File: src/hw/rtl/rrte_pkg.sv
// rrte_pkg: shared types and constants of the route request table engine
// no dependencies
package rrte_pkg;

   localparam int RouteDepthDefault = 16;
   localparam int SeenDepth = 16;
   localparam int SeenIdxW = 4;

   typedef enum logic [1:0] {
      FUNC_RREQ   = 2'd0,
      FUNC_RREP   = 2'd1,
      FUNC_NEIGH  = 2'd2,
      FUNC_REMOVE = 2'd3
   } func_type;

   typedef enum logic [1:0] {
      ACT_NONE    = 2'd0,
      ACT_IGNORE  = 2'd1,
      ACT_REPLY   = 2'd2,
      ACT_REBCAST = 2'd3
   } action_type;

   localparam int CSR_OWN_ADDR = 0;
   localparam int CSR_GW_ADDR  = 1;

   // route entry: dest, seq, expiry, next hop, hops
   typedef struct packed {
      logic [7:0]  dest;
      logic [7:0]  seq;
      logic [15:0] expiry;
      logic [7:0]  relay;
      logic [7:0]  hops;
   } route_type;

   localparam int RouteW = $bits(route_type);

endpackage

File: src/hw/rtl/route_request_table_engine.sv
// route_request_table_engine: top level, sequencer over route and seen-pair memories
// depends on rrte_pkg, rrte_ram
//
// sequence: a request scans the seen pairs and, unless it ends there, the routes, then decides;
// a reply or neighbour event scans the routes and decides; a removal compacts the routes;
// each scan reads one entry per cycle and waits for its last registered read at its end
// throughput: one word at a time, req_stall high from accept until the result is taken,
// then the block returns to idle before the next accept
// reset: synchronous, clears counts, sequence, gateway distance and reverse path;
// memory contents are not cleared, counts keep unread entries out of reach
module route_request_table_engine
   import rrte_pkg::*;
#(
   parameter int ROUTE_DEPTH = RouteDepthDefault
) (
   input  logic        clock,
   input  logic        reset,
   input  logic        req_valid,
   output logic        req_stall,
   input  logic [1:0]  req_func,
   input  logic [7:0]  req_source_addr,
   input  logic [7:0]  req_broadcast_id,
   input  logic [7:0]  req_dest_addr,
   input  logic [7:0]  req_dest_seq,
   input  logic [7:0]  req_source_seq,
   input  logic [7:0]  req_hop_count,
   input  logic [7:0]  req_prev_hop,
   input  logic [15:0] req_slot_count,
   output logic        rsp_valid,
   input  logic        rsp_stall,
   output logic [1:0]  rsp_action,
   output logic        rsp_route_added,
   output logic        rsp_table_full,
   output logic [4:0]  rsp_route_count,
   output logic [7:0]  rsp_node_seq,
   output logic [7:0]  rsp_gateway_hops,
   input  logic        csr_write,
   input  logic        csr_index,
   input  logic [7:0]  csr_data
);
   localparam int IdxW = (ROUTE_DEPTH > 1) ? $clog2(ROUTE_DEPTH) : 1;
   localparam int CntW = $clog2(ROUTE_DEPTH + 1);

   // one-hot sequencer states
   typedef enum logic [7:0] {
      ST_IDLE   = 8'b0000_0001,
      ST_SEEN   = 8'b0000_0010, // scan seen pairs
      ST_FIND   = 8'b0000_0100, // scan routes for dest
      ST_DECIDE = 8'b0000_1000, // act on find result
      ST_COMP   = 8'b0001_0000, // compaction read/write
      ST_RESP   = 8'b0010_0000, // result waits
      ST_WAIT   = 8'b0100_0000, // not entered; the scan states handle read latency with rd_pend_ff
      ST_UNUSED = 8'b1000_0000
   } state_type;

   state_type state_ff, state_in;

   // config
   logic [7:0] own_ff, gw_ff;

   // captured request
   func_type   func_ff;
   logic [7:0] src_ff, bid_ff, dst_ff, dseq_ff, sseq_ff, hops_ff, prev_ff;
   logic [15:0] slot_ff;

   // architectural state
   logic [CntW-1:0] total_ff, total_in;
   logic [SeenIdxW-1:0] sptr_ff;
   logic [SeenIdxW:0]   sfill_ff;
   logic [7:0] nseq_ff, gwd_ff;
   logic [40:0] rev_ff;

   // scan control
   logic [CntW-1:0] ri_ff, ri_in;       // read index
   logic [CntW-1:0] wj_ff, wj_in;       // compaction write index
   logic [SeenIdxW:0] si_ff, si_in;
   logic            rd_pend_ff, rd_pend_in; // read data valid next cycle for index rd_idx_ff
   logic [CntW-1:0] rd_idx_ff;
   logic            found_ff, found_in;
   logic [IdxW-1:0] fidx_ff, fidx_in;
   route_type       fent_ff, fent_in;

   // result
   logic [1:0] act_ff, act_in;
   logic add_ff, add_in, full_ff, full_in;

   // rams
   logic            rt_we;
   logic [IdxW-1:0] rt_wa, rt_ra;
   route_type       rt_wd, rt_rd;
   logic            sp_we;
   logic [15:0]     sp_rd, key;
   logic [SeenIdxW-1:0] sp_ra;

   rrte_ram #(.WIDTH(RouteW), .DEPTH(ROUTE_DEPTH)) u_route_ram (
      .clock(clock), .wr_en(rt_we), .wr_addr(rt_wa), .wr_data(rt_wd),
      .rd_addr(rt_ra), .rd_data(rt_rd));

   rrte_ram #(.WIDTH(16), .DEPTH(SeenDepth)) u_seen_ram (
      .clock(clock), .wr_en(sp_we), .wr_addr(sptr_ff), .wr_data(key),
      .rd_addr(sp_ra), .rd_data(sp_rd));

   assign key = {bid_ff, src_ff};
   assign req_stall = (state_ff != ST_IDLE);
   wire accept = req_valid && !req_stall;

   // candidate route for reply and neighbour events
   route_type cand;
   logic [7:0] rep_hops;
   assign rep_hops = (hops_ff == 8'hFF) ? 8'hFF : hops_ff + 8'd1;
   always_comb begin
      if (func_ff == FUNC_RREP) begin
         cand = '{dest: src_ff, seq: dseq_ff, expiry: 16'd0, relay: prev_ff,
                  hops: rep_hops};
      end else begin
         cand = '{dest: dst_ff, seq: 8'd0, expiry: slot_ff - 16'd1, relay: dst_ff,
                  hops: 8'd0};
      end
   end
   // route lookup target
   logic [7:0] target;
   assign target = (func_ff == FUNC_RREP) ? src_ff : dst_ff;

   logic rd_hit, rd_keep;
   assign rd_hit = rd_pend_ff && (rt_rd.dest == target);
   assign rd_keep = (rt_rd.dest != dst_ff) && (rt_rd.relay != dst_ff);

   // memory read address driven by scan index
   assign rt_ra = ri_ff[IdxW-1:0];
   assign sp_ra = si_ff[SeenIdxW-1:0];

   logic nseq_inc, gw_upd, sp_commit, rev_upd;

   always_comb begin
      state_in = state_ff;
      ri_in = ri_ff; wj_in = wj_ff; si_in = si_ff;
      rd_pend_in = 1'b0;
      found_in = found_ff; fidx_in = fidx_ff; fent_in = fent_ff;
      act_in = act_ff; add_in = add_ff; full_in = full_ff;
      total_in = total_ff;
      rt_we = 1'b0; rt_wa = fidx_ff; rt_wd = cand;
      sp_we = 1'b0; nseq_inc = 1'b0; gw_upd = 1'b0; sp_commit = 1'b0; rev_upd = 1'b0;
      unique case (state_ff)
         ST_IDLE: begin
            if (accept) begin
               ri_in = '0; wj_in = '0; si_in = '0; found_in = 1'b0;
               act_in = ACT_NONE; add_in = 1'b0; full_in = 1'b0;
               unique case (func_type'(req_func))
                  FUNC_RREQ: state_in = ST_SEEN;
                  FUNC_RREP, FUNC_NEIGH: state_in = ST_FIND;
                  FUNC_REMOVE: state_in = ST_COMP;
                  default: state_in = ST_FIND;
               endcase
            end
         end
         ST_SEEN: begin
            // read si, compare previous read
            if (rd_pend_ff && sp_rd == key) begin
               act_in = ACT_IGNORE;
               state_in = ST_RESP;
            end else if (src_ff == own_ff) begin
               act_in = ACT_IGNORE;
               state_in = ST_RESP;
            end else if (si_ff < sfill_ff) begin
               rd_pend_in = 1'b1;
               si_in = si_ff + 1'b1;
            end else if (!rd_pend_ff) begin
               sp_we = 1'b1; sp_commit = 1'b1; rev_upd = 1'b1;
               if (dst_ff == own_ff) begin
                  act_in = ACT_REPLY;
                  state_in = ST_RESP;
               end else begin
                  state_in = ST_FIND;
               end
            end
         end
         ST_FIND: begin
            if (rd_hit) begin
               found_in = 1'b1;
               fidx_in = rd_idx_ff[IdxW-1:0];
               fent_in = rt_rd;
               state_in = ST_DECIDE;
            end else if (ri_ff < total_ff) begin
               rd_pend_in = 1'b1;
               ri_in = ri_ff + 1'b1;
            end else if (!rd_pend_ff) begin
               state_in = ST_DECIDE;
            end
         end
         ST_DECIDE: begin
            state_in = ST_RESP;
            unique case (func_ff)
               FUNC_RREQ: begin
                  act_in = (found_ff && !(fent_ff.seq < dseq_ff)) ? ACT_REPLY : ACT_REBCAST;
               end
               FUNC_RREP: begin
                  logic take;
                  take = (src_ff != own_ff) &&
                         !(found_ff && fent_ff.seq > dseq_ff && fent_ff.hops < rep_hops);
                  if (take) begin
                     if (found_ff) begin
                        rt_we = 1'b1; add_in = 1'b1;
                     end else if (total_ff >= CntW'(ROUTE_DEPTH)) begin
                        full_in = 1'b1;
                     end else begin
                        rt_we = 1'b1; rt_wa = total_ff[IdxW-1:0];
                        total_in = total_ff + 1'b1; add_in = 1'b1;
                     end
                  end
                  nseq_inc = rt_we;
                  gw_upd = rt_we && (src_ff == gw_ff);
                  act_in = (dst_ff == own_ff) ? ACT_NONE : (rt_we ? ACT_REPLY : ACT_NONE);
               end
               FUNC_NEIGH: begin
                  nseq_inc = 1'b1;
                  if (dst_ff != own_ff) begin
                     if (found_ff) begin
                        if (fent_ff.hops != 8'd0) begin
                           rt_we = 1'b1; add_in = 1'b1;
                        end
                     end else if (total_ff >= CntW'(ROUTE_DEPTH)) begin
                        full_in = 1'b1;
                     end else begin
                        rt_we = 1'b1; rt_wa = total_ff[IdxW-1:0];
                        total_in = total_ff + 1'b1; add_in = 1'b1;
                     end
                  end
               end
               FUNC_REMOVE: ;
               default: ;
            endcase
         end
         ST_COMP: begin
            // survivors of previous read are written to wj
            if (rd_pend_ff && rd_keep) begin
               rt_we = 1'b1; rt_wa = wj_ff[IdxW-1:0]; rt_wd = rt_rd;
               wj_in = wj_ff + 1'b1;
            end
            if (ri_ff < total_ff) begin
               rd_pend_in = 1'b1;
               ri_in = ri_ff + 1'b1;
            end else if (!rd_pend_ff) begin
               total_in = wj_ff;
               nseq_inc = 1'b1;
               state_in = ST_RESP;
            end
         end
         ST_RESP: begin
            if (!rsp_stall) state_in = ST_IDLE;
         end
         default: state_in = ST_IDLE;
      endcase
   end

   always_ff @(posedge clock) begin
      if (reset) begin
         state_ff <= ST_IDLE;
         own_ff <= 8'd1; gw_ff <= 8'd0;
         total_ff <= '0; sptr_ff <= '0; sfill_ff <= '0;
         nseq_ff <= '0; gwd_ff <= '0; rev_ff <= '0;
         rd_pend_ff <= 1'b0;
      end else begin
         state_ff <= state_in;
         rd_pend_ff <= rd_pend_in;
         total_ff <= total_in;
         if (csr_write) begin
            if (csr_index == 1'(CSR_OWN_ADDR)) own_ff <= csr_data;
            else gw_ff <= csr_data;
         end
         if (nseq_inc) nseq_ff <= nseq_ff + 8'd1;
         if (gw_upd) gwd_ff <= rep_hops;
         if (sp_commit) begin
            sptr_ff <= sptr_ff + 1'b1;
            if (sfill_ff < (SeenIdxW+1)'(SeenDepth)) sfill_ff <= sfill_ff + 1'b1;
         end
         if (rev_upd) rev_ff <= {1'b1, bid_ff, dst_ff, hops_ff, prev_ff, sseq_ff};
      end
   end

   // payload and scan registers
   always_ff @(posedge clock) begin
      if (accept) begin
         func_ff <= func_type'(req_func);
         src_ff <= req_source_addr; bid_ff <= req_broadcast_id; dst_ff <= req_dest_addr;
         dseq_ff <= req_dest_seq; sseq_ff <= req_source_seq; hops_ff <= req_hop_count;
         prev_ff <= req_prev_hop; slot_ff <= req_slot_count;
      end
      ri_ff <= ri_in; wj_ff <= wj_in; si_ff <= si_in;
      rd_idx_ff <= ri_ff;
      found_ff <= found_in; fidx_ff <= fidx_in; fent_ff <= fent_in;
      act_ff <= act_in; add_ff <= add_in; full_ff <= full_in;
   end

   assign rsp_valid = (state_ff == ST_RESP);
   assign rsp_action = act_ff;
   assign rsp_route_added = add_ff;
   assign rsp_table_full = full_ff;
   assign rsp_route_count = 5'(total_ff);
   assign rsp_node_seq = nseq_ff;
   assign rsp_gateway_hops = gwd_ff;

   // route count never exceeds the table
   a_total: assert property (@(posedge clock) disable iff (reset)
      total_ff <= CntW'(ROUTE_DEPTH)) else $error("route count overflow");
   // compaction never writes ahead of its read
   a_comp: assert property (@(posedge clock) disable iff (reset)
      state_ff == ST_COMP |-> wj_ff <= ri_ff) else $error("compaction overrun");
   // a full flag only comes with no route written
   a_full: assert property (@(posedge clock) disable iff (reset)
      rsp_valid |-> !(rsp_table_full && rsp_route_added)) else $error("full and added");
endmodule

File: src/hw/rtl/rrte_ram.sv
// rrte_ram: generic single port write, single port read ram with registered read
// depends on nothing
module rrte_ram #(
   parameter int WIDTH = 8,
   parameter int DEPTH = 16
) (
   input  logic                     clock,
   input  logic                     wr_en,
   input  logic [$clog2(DEPTH)-1:0] wr_addr,
   input  logic [WIDTH-1:0]         wr_data,
   input  logic [$clog2(DEPTH)-1:0] rd_addr,
   output logic [WIDTH-1:0]         rd_data
);
   logic [WIDTH-1:0] mem [DEPTH];
   logic [WIDTH-1:0] rd_data_ff;

   always_ff @(posedge clock) begin
      if (wr_en) begin
         mem[wr_addr] <= wr_data;
      end
      rd_data_ff <= mem[rd_addr];
   end
   assign rd_data = rd_data_ff;
endmodule

File: config.mk
export PLATFORM = sky130hd
export DESIGN_NAME = route_request_table_engine
export DESIGN_NICKNAME = d
export VERILOG_FILES = /design/src/hw/rtl/rrte_pkg.sv /design/src/hw/rtl/route_request_table_engine.sv /design/src/hw/rtl/rrte_ram.sv
export SDC_FILE = /design/constraint.sdc
export NUM_CORES = 1
export LEC_CHECK = 0
export ABC_AREA = 1
export BUFFER_PORTS_ARGS = -buffer_cell sky130_fd_sc_hd__clkbuf_2
export CORE_MARGIN = 2
export CORE_UTILIZATION = 50
export DETAILED_ROUTE_END_ITERATION = 16
export PLACE_DENSITY = 0.76
export SYNTH_ARGS = -nofsm -noshare
export SYNTH_HDL_FRONTEND = slang
export SYNTH_SLANG_ARGS = --single-unit
File: constraint.sdc
create_clock -name clock -period 6.7 [get_ports clock]
set_input_delay 2.01 -clock clock [delete_from_list [all_inputs] [get_ports clock]]
set_output_delay 2.01 -clock clock [all_outputs]
set_load 0.005 [all_outputs]
==> flow_summary.json <==
{
  "status": "complete, no violations",
  "detailed_place_hpwl_um": 50500,
  "detail_route.first_pass.iterations": 5,
  "clock_root_buffer_master": "clkbuf_16",
  "setup_viol": 0,
  "grt_pass1_wl_um": 138000,
  "ctsHoldBuffers": 0,
  "postRouteWirelength_um": 90800,
  "gpl.final_weighted_congestion": 0.890,
  "vdd.ir_drop.worst_uv": 325,
  "antenna_found_initial": 0,
  "count_of_flip_flops_with_a_built_in_enable_after_synthesis": 858,
  "clkTransAtPathRegs_ps": 60,
  "max_slew.worst_pin.slew_ps": 1380,
  "postRouteAntennaNets": 0,
  "maxSlewViolCount": 0,
  "grt_use_total": 0.222,
  "die_width_um": 283,
  "fin_tns_setup_ps": 0,
  "min-delay-start": "rd_idx_ff[2]",
  "post-synth-top-count-cell": "edfxtp_1",
  "clock_tree.buffer_depth": 3,
  "number_of_nets_at_the_end_of_the_flow": 3317,
  "worstReg2RegEnd": "u_route_ram.mem[12][7]",
  "route.layer.met1.wl_um": 36500,
  "total_power_mw": 17.0,
  "routed_wire_length_per_instance_um": 21.1,
  "synth.ff_latch_count": 963,
  "yosysWarnings": 0,
  "setup_repair_after_global_routing_missed_its_margin": "no",
  "worst_r2r_startpoint": "hops_ff[0]",
  "detailedPlace.worstSlack_ps": 1970,
  "port_buffers": 90,
  "ys_top_cells_by_count": "edfxtp_1, nor2_1, nand2_1",
  "io_pins": 115,
  "period_share": 0.719,
  "type_of_element_launching_the_critical_path": "flip-flop",
  "critPathKind": "flip-flop to flip-flop",
  "critPathLaunch": "hops_ff[0]",
  "timing.clock.skew_ps": 28.4,
  "post_drt_via_cell_ratio": 5.83,
  "floorplan.initialDensity": 0.504,
  "number_of_global_route_vias_before_repair": 23700,
  "power_per_cell_area_mw_per_mm2": 387,
  "cts_resized": 0,
  "synthesis.instances": 3104,
  "drive_above_1_share": 0.110,
  "largest_area_contributor_in_the_netlist": "edfxtp_1",
  "design.core.area_mm2": 0.0773,
  "timing_hold_violations_final": 0,
  "fin_hold_ws_ps": 407,
  "antennaDiodeCount": 0,
  "leakage_dissipation_nw": 15.3,
  "clkLatencyLatePin_ps": 660,
  "met3_length_um": 6960,
  "grt_start_max_net_pins": 252,
  "yosys_most_used_dff": "edfxtp_1",
  "hold_path_end": "fidx_ff[2]",
  "cp.required_ps": 7040,
  "worst-r2r-setup-slack_ps": 1880,
  "final_core_util": 0.566,
  "core.rowCount": 102,
  "synthDistinctLibCells": 43,
  "gr-total-overflow": 0,
  "register_area_share_after_synthesis": 0.715,
  "top_layer_used": "met4",
  "yosys.area.top_type_share": 0.661,
  "critical_path.max_fanout": 23,
  "async_reset_ff_frac": 0,
  "fmax_mhz": 208,
  "vias": 25100,
  "syn-num-nets": 3231,
  "post-cts-setup-buffer-count": 0,
  "post_synth_instance_area_mm2": 0.0390,
  "cp.arrival_ps": 5160,
  "tritoncts": "yes",
  "cts-htree-levels": 3,
  "synth_top_cells_by_area": "edfxtp_1, nor2_1, dfxtp_1, o21ai_0, nand2_1",
  "drc": 0,
  "worst_setup_path_end_kind": "flip-flop",
  "cts_buffers": 94,
  "final.setup.worst_slack_ps": 1880,
  "worst_hold_path_type": "flip-flop to flip-flop",
  "drt_iter0_markers": 2947,
  "number_of_cell_instances_on_the_worst_register_to_register_path": 21,
  "area_growth_syn_to_layout_pct": 12.3,
  "timing.hold.worst_path_depth": 0,
  "period_needed_ps": 4820,
  "met2RoutedLength_um": 43600,
  "cts_num_sinks": 963,
  "floorplan.die.height_um": 283,
  "max_cap_viol_count": 0,
  "maxSlewHeadroom": 0.0821,
  "design.die.area_mm2": 0.0802,
  "synth_area_per_cell_um2": 12.6
}
## worst max-delay path by stage
stage | endpoint | slack (ps) | depth (start not counted)
6_report | u_route_ram.mem[12][7] | 1880 | 21
5_1_grt | u_route_ram.mem[15][7] | 1570 | 20
4_1_cts | u_route_ram.mem[12][7] | 1940 | 22
3_5_place_dp | u_route_ram.mem[12][7] | 1970 | 21
3_3_place_gp | u_route_ram.mem[13][8] | 2040 | 13
2_1_floorplan | wj_ff[0] | 1630 | 4
## worst max-delay path, stage by stage, from the launching register on
cell and delay [ps]:
edfxtp_1 420, ha_1 240, nand2_1 120, nor2_2 60, nand2_1 110, o21ai_0 120
a21oi_1 330, ha_1 320, a21oi_1 130, o211ai_1 90, nor2_1 150, nand2_2 130
nand2_2 150, nand2_1 70, nand3_1 60, nand2_1 50, nand2_1 70, nand2_1 50
nand2_1 80, nand3_1 320, nor2_4 1000, buf_4 390
## final cells by class
class	instances	area, um^2
clock buffer	121	2550
clock inverter	53	453
fill	5975	33600
inverter	142	539
multi-input combinational	1833	10100
sequential	963	27900
tap	1040	1300
timing repair buffer	156	971
## power by group
part	leakage, nW	internal (mW)	total, mW	switching (mW)
Sequential	8.67	7.33	7.71	0.371
Clock	1.47	2.89	5.10	2.21
Combinational	5.11	1.27	4.15	2.88
Total	15.3	11.5	17.0	5.46
## per-stage QoR
step	cells	cell area [um^2]
after floorplan	3104	39000
after global placement	4134	40800
after detailed placement	4134	40800
after CTS	4308	43800
after global routing	4308	43800
final	4308	43800
## cells by family after synthesis
kind of cell	Yosys count	synth area share
simple gates	1094	0.116
flops	963	0.715
compound gates	573	0.0948
buf+inv	308	0.0308
mux	79	0.0203
xor+xnor	48	0.0108
fa+ha+maj	39	0.0125
## cells in the final DEF, fill, tap and decap left out, types with 26 or more instances in the layout
cell	count
nand2_1	332
dfxtp_1	105
nand3_1	122
nor2_1	529
ha_1	39
clkbuf_16	96
clkbuf_2	90
edfxtp_1	858
inv_1	130
o32ai_1	114
xor2_1	41
buf_4	64
o221ai_1	78
clkinv_1	26
a21oi_1	66
o21ai_0	265
mux2i_1	79
## registers in the layout (all words and copies together) (netlist names), 5 cells and up
signal,flops
u_route_ram.mem,512
u_seen_ram.mem,256
u_route_ram.rd_data,32
fent_ff,16
u_seen_ram.rd_data,16
bid_ff,8
dseq_ff,8
dst_ff,8
gw_ff,8
hops_ff,8
own_ff,8
prev_ff,8
rsp_gateway_hops,8
rsp_node_seq,8
src_ff,8
state_ff,6
ri_ff,5
rsp_route_count,5
sfill_ff,5
si_ff,5
wj_ff,5
## routing by layer
layer	up-vias	global-route usage
met3	216	0.0324
li1	11500	-
met5	-	0
met4	0	0.0931
met1	12200	0.298
met2	1119	0.364
Note: power is estimated with default switching activity, not from simulation.
